===== src/rtl/core/csq_pkg.sv =====
`default_nettype none

package csq_pkg;

  // Default sizing of the waiter queue and of thread ids.
  localparam int unsigned MAX_WAITERS_DEF    = 16;
  localparam int unsigned THREAD_ID_BITS_DEF = 8;

  // Count register: signed, wide enough for twice the largest initial count.
  localparam int unsigned COUNT_W   = 18;
  localparam int unsigned INIT_W    = 16;
  localparam logic signed [COUNT_W-1:0] COUNT_MAX = 18'sd131071;

  typedef enum logic [1:0] {
    OP_WAIT     = 2'd0,
    OP_SIGNAL   = 2'd1,
    OP_TRY_WAIT = 2'd2,
    OP_CLOSE    = 2'd3
  } op_t;

  typedef enum logic [2:0] {
    STAT_OK          = 3'd0,
    STAT_BLOCKED     = 3'd1,
    STAT_CLOSED      = 3'd2,
    STAT_WOULD_BLOCK = 3'd3,
    STAT_QUEUE_FULL  = 3'd4,
    STAT_SATURATED   = 3'd5
  } status_t;

  typedef enum logic {
    ST_IDLE  = 1'b0,
    ST_DRAIN = 1'b1
  } state_t;

  // Per-cell control from the sequencer to the queue chain.
  typedef struct packed {
    logic shift;  // take the neighbor's entry (pop at the head)
    logic load;   // take the pushed thread id
  } cell_ctrl_t;

endpackage

`default_nettype wire


===== src/rtl/core/counting_semaphore_with_wait_queue.sv =====
`default_nettype none

// Channel  | Direction | Handshake              | Beat contents
// ---------+-----------+------------------------+----------------------------------------
// in_      | input     | in_valid / in_ready    | operation, thread id
// out_     | output    | out_valid / out_ready  | status, released valid/thread, last
// cfg_     | input     | cfg_valid / cfg_ready  | initial count (reloads the semaphore)
//
// Wait, signal and try-wait each give one result beat, which is registered and
// offered the cycle after the request beat is accepted. Close with N > 0 waiters
// gives N beats, one per cycle while out_ready is high, and holds off new requests
// until the last one is loaded. A stalled out_ready keeps the pending beat in the
// output register and blocks in_ready through it; nothing is dropped. Synchronous
// active-low reset clears count, closed flag, occupancy, sequencer and output valid.
module counting_semaphore_with_wait_queue #(
  parameter int unsigned MAX_WAITERS    = csq_pkg::MAX_WAITERS_DEF,
  parameter int unsigned THREAD_ID_BITS = csq_pkg::THREAD_ID_BITS_DEF
) (
  input  wire logic                       clk,
  input  wire logic                       rst_n,

  input  wire logic                       in_valid,
  output logic                            in_ready,
  input  wire logic [1:0]                 in_operation,
  input  wire logic [THREAD_ID_BITS-1:0]  in_thread_id,

  output logic                            out_valid,
  input  wire logic                       out_ready,
  output logic [2:0]                      out_status,
  output logic                            out_released_valid,
  output logic [THREAD_ID_BITS-1:0]       out_released_thread,
  output logic                            out_last,

  input  wire logic                       cfg_valid,
  output logic                            cfg_ready,
  input  wire logic [csq_pkg::INIT_W-1:0] cfg_initial_count
);

  // Occupancy must represent every value from empty to completely full.
  localparam int unsigned OCC_W = $clog2(MAX_WAITERS + 1);

  // Architectural state.
  logic signed [csq_pkg::COUNT_W-1:0] count_r, count_nxt;
  logic                               closed_r, closed_nxt;
  logic [OCC_W-1:0]                   occ_r, occ_nxt;
  csq_pkg::state_t                    state_r, state_nxt;

  // Output register.
  logic                      out_valid_r, out_valid_nxt;
  csq_pkg::status_t          out_status_r;
  logic                      out_rel_valid_r;
  logic [THREAD_ID_BITS-1:0] out_rel_thread_r;
  logic                      out_last_r;

  // Result being formed this cycle.
  logic                      res_load;
  csq_pkg::status_t          res_status;
  logic                      res_rel;
  logic                      res_last;

  logic                      slot_free;
  logic                      accept;
  logic                      drain_fire;
  logic                      cfg_write;
  logic                      push;
  logic                      pop;
  csq_pkg::op_t              op;

  logic [THREAD_ID_BITS-1:0] cell_data [MAX_WAITERS];
  csq_pkg::cell_ctrl_t       cell_ctrl [MAX_WAITERS];

  assign cfg_ready = 1'b1;
  assign cfg_write = cfg_valid & cfg_ready;
  assign slot_free = !out_valid_r || out_ready;
  assign op        = csq_pkg::op_t'(in_operation);

  // Sequencer outputs: the request port opens only in the idle state, and a
  // drain step fires whenever the output register can take a beat.
  always_comb begin
    in_ready   = 1'b0;
    drain_fire = 1'b0;
    unique case (state_r)
      csq_pkg::ST_IDLE: begin
        in_ready = slot_free;
      end
      csq_pkg::ST_DRAIN: begin
        drain_fire = slot_free;
      end
      default: begin
        in_ready   = 1'b0;
        drain_fire = 1'b0;
      end
    endcase
  end

  assign accept = in_valid & in_ready;

  // Sequencer next state: a close with more than one waiter keeps draining
  // until the beat for the final waiter has been loaded.
  always_comb begin
    state_nxt = state_r;
    unique case (state_r)
      csq_pkg::ST_IDLE: begin
        if (accept && !closed_r && op == csq_pkg::OP_CLOSE &&
            occ_r > OCC_W'(1)) begin
          state_nxt = csq_pkg::ST_DRAIN;
        end
      end
      csq_pkg::ST_DRAIN: begin
        if (drain_fire && occ_r == OCC_W'(1)) begin
          state_nxt = csq_pkg::ST_IDLE;
        end
      end
      default: begin
        state_nxt = csq_pkg::ST_IDLE;
      end
    endcase
  end

  // Semaphore datapath. The user must write the configuration only while the block
  // is idle; the block does not enforce it, and a write simply overrides anything else.
  always_comb begin
    count_nxt  = count_r;
    closed_nxt = closed_r;
    occ_nxt    = occ_r;
    push       = 1'b0;
    pop        = 1'b0;
    res_load   = 1'b0;
    res_status = csq_pkg::STAT_OK;
    res_rel    = 1'b0;
    res_last   = 1'b1;
    if (cfg_write) begin
      count_nxt  = csq_pkg::COUNT_W'(cfg_initial_count);
      closed_nxt = 1'b0;
      occ_nxt    = '0;
    end else if (drain_fire) begin
      pop      = 1'b1;
      occ_nxt  = occ_r - OCC_W'(1);
      res_load = 1'b1;
      res_rel  = 1'b1;
      res_last = (occ_r == OCC_W'(1));
    end else if (accept) begin
      res_load = 1'b1;
      if (closed_r) begin
        res_status = csq_pkg::STAT_CLOSED;
      end else begin
        unique case (op)
          csq_pkg::OP_WAIT: begin
            if (count_r <= 18'sd0) begin
              // The caller would block; it needs a free queue slot.
              if (occ_r == OCC_W'(MAX_WAITERS)) begin
                res_status = csq_pkg::STAT_QUEUE_FULL;
              end else begin
                count_nxt  = count_r - 18'sd1;
                push       = 1'b1;
                occ_nxt    = occ_r + OCC_W'(1);
                res_status = csq_pkg::STAT_BLOCKED;
              end
            end else begin
              count_nxt = count_r - 18'sd1;
            end
          end
          csq_pkg::OP_SIGNAL: begin
            if (count_r >= csq_pkg::COUNT_MAX) begin
              res_status = csq_pkg::STAT_SATURATED;
            end else begin
              count_nxt = count_r + 18'sd1;
              // The raised count is still not positive: hand the unit to
              // the oldest waiter.
              if (count_r < 18'sd0 && occ_r != '0) begin
                pop     = 1'b1;
                occ_nxt = occ_r - OCC_W'(1);
                res_rel = 1'b1;
              end
            end
          end
          csq_pkg::OP_TRY_WAIT: begin
            if (count_r > 18'sd0) begin
              count_nxt = count_r - 18'sd1;
            end else begin
              res_status = csq_pkg::STAT_WOULD_BLOCK;
            end
          end
          csq_pkg::OP_CLOSE: begin
            closed_nxt = 1'b1;
            // The first waiter leaves in the same cycle; the rest drain.
            if (occ_r != '0) begin
              pop      = 1'b1;
              occ_nxt  = occ_r - OCC_W'(1);
              res_rel  = 1'b1;
              res_last = (occ_r == OCC_W'(1));
            end
          end
          default: begin
            res_status = csq_pkg::STAT_OK;
          end
        endcase
      end
    end
  end

  // Waiter queue as a chain of cells. Pops shift every cell one step toward
  // the head; a push writes the first unoccupied cell.
  for (genvar i = 0; i < MAX_WAITERS; i++) begin : g_cell
    logic [THREAD_ID_BITS-1:0] shift_src;

    if (i == MAX_WAITERS - 1) begin : g_tail
      assign shift_src = '0;
    end else begin : g_mid
      assign shift_src = cell_data[i+1];
    end

    assign cell_ctrl[i].shift = pop;
    assign cell_ctrl[i].load  = push && (occ_r == OCC_W'(i));

    csq_cell #(
      .WIDTH (THREAD_ID_BITS)
    ) u_cell (
      .clk      (clk),
      .ctrl     (cell_ctrl[i]),
      .shift_in (shift_src),
      .load_in  (in_thread_id),
      .data_out (cell_data[i])
    );
  end

  always_comb begin
    out_valid_nxt = out_valid_r;
    if (res_load) begin
      out_valid_nxt = 1'b1;
    end else if (out_ready) begin
      out_valid_nxt = 1'b0;
    end
  end

  always_ff @(posedge clk) begin
    if (!rst_n) begin
      count_r     <= '0;
      closed_r    <= 1'b0;
      occ_r       <= '0;
      state_r     <= csq_pkg::ST_IDLE;
      out_valid_r <= 1'b0;
    end else begin
      count_r     <= count_nxt;
      closed_r    <= closed_nxt;
      occ_r       <= occ_nxt;
      state_r     <= state_nxt;
      out_valid_r <= out_valid_nxt;
    end
  end

  // Result payload; the released id reads as zero unless a waiter left.
  always_ff @(posedge clk) begin
    if (res_load) begin
      out_status_r     <= res_status;
      out_rel_valid_r  <= res_rel;
      out_rel_thread_r <= res_rel ? cell_data[0] : '0;
      out_last_r       <= res_last;
    end
  end

  assign out_valid           = out_valid_r;
  assign out_status          = out_status_r;
  assign out_released_valid  = out_rel_valid_r;
  assign out_released_thread = out_rel_thread_r;
  assign out_last            = out_last_r;

endmodule

`default_nettype wire


===== src/rtl/core/csq_cell.sv =====
`default_nettype none

// One slot of the waiter queue. Slot 0 is the head; on a pop every slot
// takes the entry of the slot behind it.
module csq_cell #(
  parameter int unsigned WIDTH = csq_pkg::THREAD_ID_BITS_DEF
) (
  input  wire logic                clk,
  input  wire csq_pkg::cell_ctrl_t ctrl,
  input  wire logic [WIDTH-1:0]    shift_in,
  input  wire logic [WIDTH-1:0]    load_in,
  output logic [WIDTH-1:0]         data_out
);

  logic [WIDTH-1:0] data_r;
  logic [WIDTH-1:0] data_nxt;

  always_comb begin
    data_nxt = data_r;
    if (ctrl.shift) begin
      data_nxt = shift_in;
    end else if (ctrl.load) begin
      data_nxt = load_in;
    end
  end

  always_ff @(posedge clk) begin
    data_r <= data_nxt;
  end

  assign data_out = data_r;

endmodule

`default_nettype wire


===== config.mk =====
export PLATFORM = sky130hd
export DESIGN_NAME = counting_semaphore_with_wait_queue
export DESIGN_NICKNAME = d
export VERILOG_FILES = /design/src/rtl/core/csq_pkg.sv /design/src/rtl/core/counting_semaphore_with_wait_queue.sv /design/src/rtl/core/csq_cell.sv
export SDC_FILE = /design/constraint.sdc
export NUM_CORES = 1
export LEC_CHECK = 0
export ABC_AREA = 1
export BUFFER_PORTS_ARGS = -buffer_cell sky130_fd_sc_hd__buf_2
export CAP_MARGIN = 5
export CORE_ASPECT_RATIO = 1.5
export CORE_MARGIN = 1
export CORE_UTILIZATION = 45
export CTS_BUF_LIST = sky130_fd_sc_hd__clkbuf_8
export CTS_CLUSTER_DIAMETER = 200
export CTS_CLUSTER_SIZE = 24
export DETAILED_ROUTE_END_ITERATION = 10
export GPL_TIMING_DRIVEN = 0
export PLACE_DENSITY = 0.62
export SYNTH_ARGS = -nofsm -noshare
export SYNTH_HDL_FRONTEND = slang
export SYNTH_SLANG_ARGS = --single-unit

===== constraint.sdc =====
create_clock -name clk -period 4.1 [get_ports clk]
set_clock_uncertainty 0.1 [all_clocks]
set_input_delay 1.025 -clock clk [delete_from_list [all_inputs] [get_ports clk]]
set_output_delay 1.025 -clock clk [all_outputs]
set_load 0.02 [all_outputs]

* Word level (Yosys, flattened, before mapping)
Cells that the tools add are included.
** Word-level totals
- Flip-flop bits (word level) :: 167
- Bits in latches :: 0
- RAM bits :: 0
- Memory bits (read-only) :: 0
- Bits of input ports :: 31
- Output and inout bits :: 16
- Word-level logic and storage cells :: 216
- Memories :: 0
** Operators by class
- Add/subtract/negate cells :: 4
- Multiply operators :: 0
- Divide/modulo/power cells :: 0
- $lt $le $gt $ge :: 5
- Equality and inequality tests :: 33
- Shift-type cells :: 0
- Mux-type cells :: 86
- Bitwise gates (word level) :: 6
- Reduce and logical (&&, ||, !) cells :: 55
** Operators by type and width (number)
- 8-bit two-way mux :: 30
- 18-bit two-way mux :: 4
- 16-bit two-way mux :: 4
- 18-bit case mux with 3 select lines :: 1
- 5-bit by 4-bit == test with 1-bit output, second input constant :: 8
- 5-bit two-way mux :: 8
- 2-bit nonzero test :: 18
- 1-bit two-way mux :: 30
- 1-bit logical AND :: 21
- 3-bit inequality test, second input constant :: 7
- 5-bit by 3-bit == test with 1-bit output, second input constant :: 4
- 18-bit by 2-bit adder with 18-bit output, second input constant :: 1
- 18-bit >= comparator, second input constant :: 1
- 18-bit by 1-bit greater-than comparator with 1-bit output, second input constant :: 1
- 18-bit by 1-bit <= comparator with 1-bit output, second input constant :: 1
- 18-bit by 1-bit < comparator with 1-bit output, second input constant :: 1
- 18-bit by 2-bit subtractor with 18-bit output, second input constant :: 1
- 5-bit case mux with 3 select lines :: 1
- 7-bit AND reduction :: 2
- 5-bit by 2-bit == test with 1-bit output, second input constant :: 2
- 3-bit two-way mux :: 3
- 3-bit case mux with 3 select lines :: 1
- 2-bit inequality test, second input constant :: 4
- 8-bit AND reduction :: 1
- other kinds (25) :: 34

* Logic depth before layout (Yosys ltp)
- Depth in word-level cells :: 11
- Depth in mapped cells :: 15
- Mapped depth without buffers :: 15

* Modules after synthesis
From an unflattened synthesis, not the netlist that was laid out.
** Unflattened totals
- Cells, all modules :: 1105
- Area, all modules :: 8972.4 sq um
** By module, submodules not included
- csq_cell :: instances 16, cells an instance 35, area each 351.6 sq um, seq. area each 240.2 sq um
- counting_semaphore_with_wait_queue :: instances 1, cells an instance 545, area each 3347.0 sq um, seq. area each 910.9 sq um

* Worst setup path before layout
Ideal clock, no wire load.
- Path type :: input-to-reg
- Start point :: input out_ready
- End point :: register g_cell[6].u_cell.data_r[0] (enable)
- Setup time :: 384 ps
- Data arrival time :: 2623 ps
- Path slack :: 993 ps
- Stages on the path :: 8
- Cell sequence :: nor2_4 nor2_4 nand2_2 nor2_4 nand3_1 nor2_4 nand3_1 o21ai_0
** On the way
- Cells in the longest elaborated chain, start to end :: 8
- Elaborated cells on any way between the ends :: 12
- Classes of those cells :: mux: 8; bitwise: 1; reduce/logical: 3
** RTL lines
- start, declared :: RTL line counting_semaphore_with_wait_queue.sv:28 : input wire logic out_ready,
- 1-bit logical OR (*) :: RTL line counting_semaphore_with_wait_queue.sv:74 : assign slot_free = !out_valid_r || out_ready;
- 1-bit two-way mux (*) :: RTL line counting_semaphore_with_wait_queue.sv:82 : unique case (state_r)
- net in_ready :: RTL line counting_semaphore_with_wait_queue.sv:23 : output logic in_ready,
- 1-bit AND (*) :: RTL line counting_semaphore_with_wait_queue.sv:96 : assign accept = in_valid & in_ready;
- 1-bit two-way mux :: RTL line counting_semaphore_with_wait_queue.sv:142 : end else if (accept) begin
- 1-bit two-way mux :: RTL line counting_semaphore_with_wait_queue.sv:136 : end else if (drain_fire) begin
- 1-bit two-way mux :: RTL line counting_semaphore_with_wait_queue.sv:132 : if (cfg_write) begin
- 1-bit logical AND :: RTL line counting_semaphore_with_wait_queue.sv:214 : assign cell_ctrl[i].load = push && (occ_r == OCC_W'(i));
- 2-bit nonzero test (no source line) (*)
- end signal, assigned :: RTL line csq_cell.sv:28 : data_r <= data_nxt;
- end, declared :: RTL line csq_cell.sv:15 : logic [WIDTH-1:0] data_r;
Mark *: on every way through the listed nets, which the timed path passes. The rest lies on a longest branch.
A chain may end at the register's enable or synchronous reset.

* Worst setup path in the final report
- Start point :: register count_r[0] (netlist bit)
- End point :: register g_cell[2].u_cell.data_r[6] (enable)
** On the way
- Cells in the longest elaborated chain, start to end :: 10
- Elaborated cells on any way between the ends :: 19
- Classes of those cells :: order compare: 3; mux: 13; reduce/logical: 3
** RTL lines
- start, declared :: RTL line counting_semaphore_with_wait_queue.sv:43 : logic signed [csq_pkg::COUNT_W-1:0] count_r, count_nxt;
- start signal, assigned :: RTL line counting_semaphore_with_wait_queue.sv:244 : count_r <= count_nxt;
- 18-bit by 1-bit < comparator with 1-bit output :: RTL line counting_semaphore_with_wait_queue.sv:170 : if (count_r < 18'sd0 && occ_r != '0) begin
- 1-bit logical AND :: RTL line counting_semaphore_with_wait_queue.sv:170
- 1-bit two-way mux :: RTL line counting_semaphore_with_wait_queue.sv:170
- 1-bit two-way mux :: RTL line counting_semaphore_with_wait_queue.sv:164 : if (count_r >= csq_pkg::COUNT_MAX) begin
- 1-bit case mux with 2 select lines :: RTL line counting_semaphore_with_wait_queue.sv:147 : unique case (op)
- 1-bit two-way mux :: RTL line counting_semaphore_with_wait_queue.sv:144 : if (closed_r) begin
- 1-bit two-way mux :: RTL line counting_semaphore_with_wait_queue.sv:142
- 1-bit two-way mux :: RTL line counting_semaphore_with_wait_queue.sv:136
- 1-bit two-way mux :: RTL line counting_semaphore_with_wait_queue.sv:132
- 2-bit nonzero test (no source line) (*)
- end signal, assigned :: RTL line csq_cell.sv:28
- end, declared :: RTL line csq_cell.sv:15
Mark *: on every way between the ends. The rest lies on a longest branch, timed or not.

==> metrics.txt <==
setup TNS=0 ns; Tightest Hold Check Type=flip-flop to flip-flop; synth cell count leaders=406 x nand2_1, 133 x edfxtp_1, 73 x inv_1; storage element area=approximately 4700 um2; multi-input gate area in the final layout=3227 um2; WP data arrival=around 3.2 ns; Clk pwr share=30.8%; Worst IR Drop VDD=205.4 uV; RSZ-0062 raised after global routing=no; Pins Over Slew Limit=0; DR iter-0 viols=around 350; CTS tree=built; FP Rows=approximately 60; worst path cell trace=or2_1 -> nor2_1 -> nand3_1 -> nand2_2 -> nand3_2 -> nor2_4 -> nand3_1 -> o21ai_0; max-cap viol count=0; IO buf count=45; clock buffer count from CTS=17; EDFF count, synth=~130; Cells after Synth=958; syn nets=~1000; drt total wl=roughly 19000 um; Net count, final=1082; Achievable Freq=between 0.3 and 0.4 GHz; DR DRC count=0; n_diodes=0; detailed placement HPWL=between 10000 and 15000 um; synthesized area per cell=8.889 um2; Setup Buffers After CTS=0; post-placement setup slack=between 0.2 and 0.3 ns; combinational power share=17.6%; Final Hold Fails=0; Worst path slowest cell=o21ai_0; met3 WL=~530 um; first-pass detailed-route iteration total=5; critical path's largest stage delay=roughly 0.98 ns; area grow syn2layout=11.39%; io pins=47; period utilization=79.69%; Max Root-Sink Buffers=2; wire length on met1=about 7200 um; metal2 WL=approximately 10000 um; Routed Antenna Nets=0; crit-path max FO=8; Starting Density=45.92%; Seq pwr share=51.7%; Worst Max-Slew Pin Slew=around 1.3 ns; Yosys reg bits=167; clk sinks=167; Synth area leader=edfxtp_1; vias in the first global route=6051; Critical Path Source Type=flip-flop; Setup crit end kind=flip-flop; Core Box Area=approximately 19000 um2; WL/cell=~14 um; Die X=roughly 110 um; Critical Path RT=4.07 ns; synth top area cells=edfxtp_1 47%, nand2_1 18%, dfxtp_1 8.0%, ha_1 3.2%, inv_1 3.2%; hold_buf cts=0; H-Tree Depth=4; Worst Path Buf+Inv=0; PostCTS Resize Cnt=0; via-per-instance ratio=around 4.9; register area share after synthesis=between 50 and 60%; Worst Slack Setup Final=0.8326 ns; Reg2Reg Setup Slack=approximately 0.83 ns; GR Util All Layers=20.39%; via count=6323; max_slew headroom=15.49%; layout cells sized above 1=15.27%; time the worst path needs with I/O delays and setup=about 3.3 ns; status=completed; count leader, synth=nand2_1; Worst-path clk slew=0.11 ns; largest net degree at the start of global routing=22; Int Power=2.583 mW; YS warnings=0; chip height=170.5 um; Main synth FF type=edfxtp_1; share of the synthesized area in the top cell type=46.90%; global-route wire length before repair=29960 um; mapped cell area=8516 um2; power per cell area=393.7 nW/um2; Sw Share=30.83%; RePlAce Congestion=0.8839; Net Sw Power=between 1 and 1.5 mW; Clock Latency Late Sink=0.46 ns; Die ar.=just under 20000 um2; max layer used=met4; remaining global-route overflow=0; Setup CP Type=flip-flop to flip-flop; CTS root buffer=clkbuf_8; P_leak=4.001 nW; asr flop ratio synth=0%; initial antenna violation count=0; Most Frequent Cell on Critical Path=nand3_1; synth unique cells=39; Filler Cell Count=1803; Final setup viols=0; CP top delay family=simple AND/OR/NAND/NOR gates
## final cells by class
cell class / instances / share of cell area (%)
inverters: 79 / 3.179
repair buffers: 51 / 2.744
clock buffers: 17 / 2.467
well taps: 252 / 3.324
plain buffers: 35 / 3.298
flip-flops and latches: 167 / 49.28
multi-input cells: 677 / 34.02
clock inverters: 15 / 1.688
## logic make-up after synthesis
kind of cell	share of synthesized area (%)
AND/OR/NAND/NOR	27.95
adder cells (fa/ha/maj)	3.467
XOR/XNOR	1.028
buffers and inverters	7.214
other	0.04404
AO/OA/AOI/OAI	5.407
flip-flops	54.89
## layout by cell type, fill, tap and decap left out, drive strengths merged
master	netlist	final
o21bai	1	1
dfxtp	34	34
clkinvlp	0	1
buf	32	82
a21oi	37	37
nor3	10	10
nand2	419	419
nand4	4	4
xor2	4	4
conb	1	1
o21ai	40	40
nand3	49	49
o22ai	1	1
inv	75	83
nand3b	3	3
fa	1	1
a211oi	1	1
a31oi	1	1
edfxtp	133	133
nor2	74	74
xnor2	6	6
clkbuf	3	21
clkinv	4	10
ha	22	22
or2	3	3
## per-layer routing
| layer | up-vias | global-route usage [%] |
|---|---|---|
| li1 | 3239 | - |
| met1 | 2956 | 20.42 |
| met2 | 86 | 39.95 |
| met3 | 42 | 3.454 |
| met4 | 0 | 9.543 |
| met5 | - | 0 |
## power groups by stage
stage	sequential (mW)	combinational (mW)	clock, mW
2_1_floorplan	1.97	0.482	0
3_3_place_gp	1.97	0.651	0
5_1_grt	1.94	0.743	1.23
3_5_place_dp	1.97	0.658	0
6_report	1.93	0.656	1.15
4_1_cts	1.93	0.660	1.18
## per-stage QoR
stage	std cells	total power [mW]	utilization [%]	cell area (um2)	hold WS (ns)
floorplan	958	2.449	-	8516	0.3535
CTS	1288	3.768	50.98	9455	0.3866
global route	1293	3.913	51.14	9485	0.4097
global placement	1255	2.619	48.83	9056	0.3642
finish	1293	3.734	51.14	9485	0.3866
detailed placement	1256	2.627	48.86	9061	0.3694
## worst paths after layout
kind	cells after the start	start	endpoint
worst max-delay path	8	count_r[0]$_SDFFE_PN0P_	g_cell[2].u_cell.data_out[6]$_DFFE_PP_
worst min register to register	2	count_r[17]$_SDFFE_PP0P_	count_r[17]$_SDFFE_PP0P_
worst min-delay path	2	count_r[17]$_SDFFE_PP0P_	count_r[17]$_SDFFE_PP0P_
worst max register to register	8	count_r[0]$_SDFFE_PN0P_	g_cell[2].u_cell.data_out[6]$_DFFE_PP_
## worst reg2reg max path, stage by stage (launching register included)
cell and delay [ns]:
dfxtp_1 0.39, or2_1 0.25, nor2_1 0.31, nand3_1 0.15
nand2_2 0.16, nand3_2 0.12, nor2_4 0.22, nand3_1 0.20
o21ai_0 0.98
## registers in the layout (all words and copies together) (netlist names)
signal                  cells
g_cell.u_cell.data_out    128
out_last                    1
count_r                    18
occ_r                       5
out_valid                   1
out_released_thread         8
closed_r                    1
state_r                     1
out_released_valid          1
out_status                  3
(Power assumes the default switching activity.)
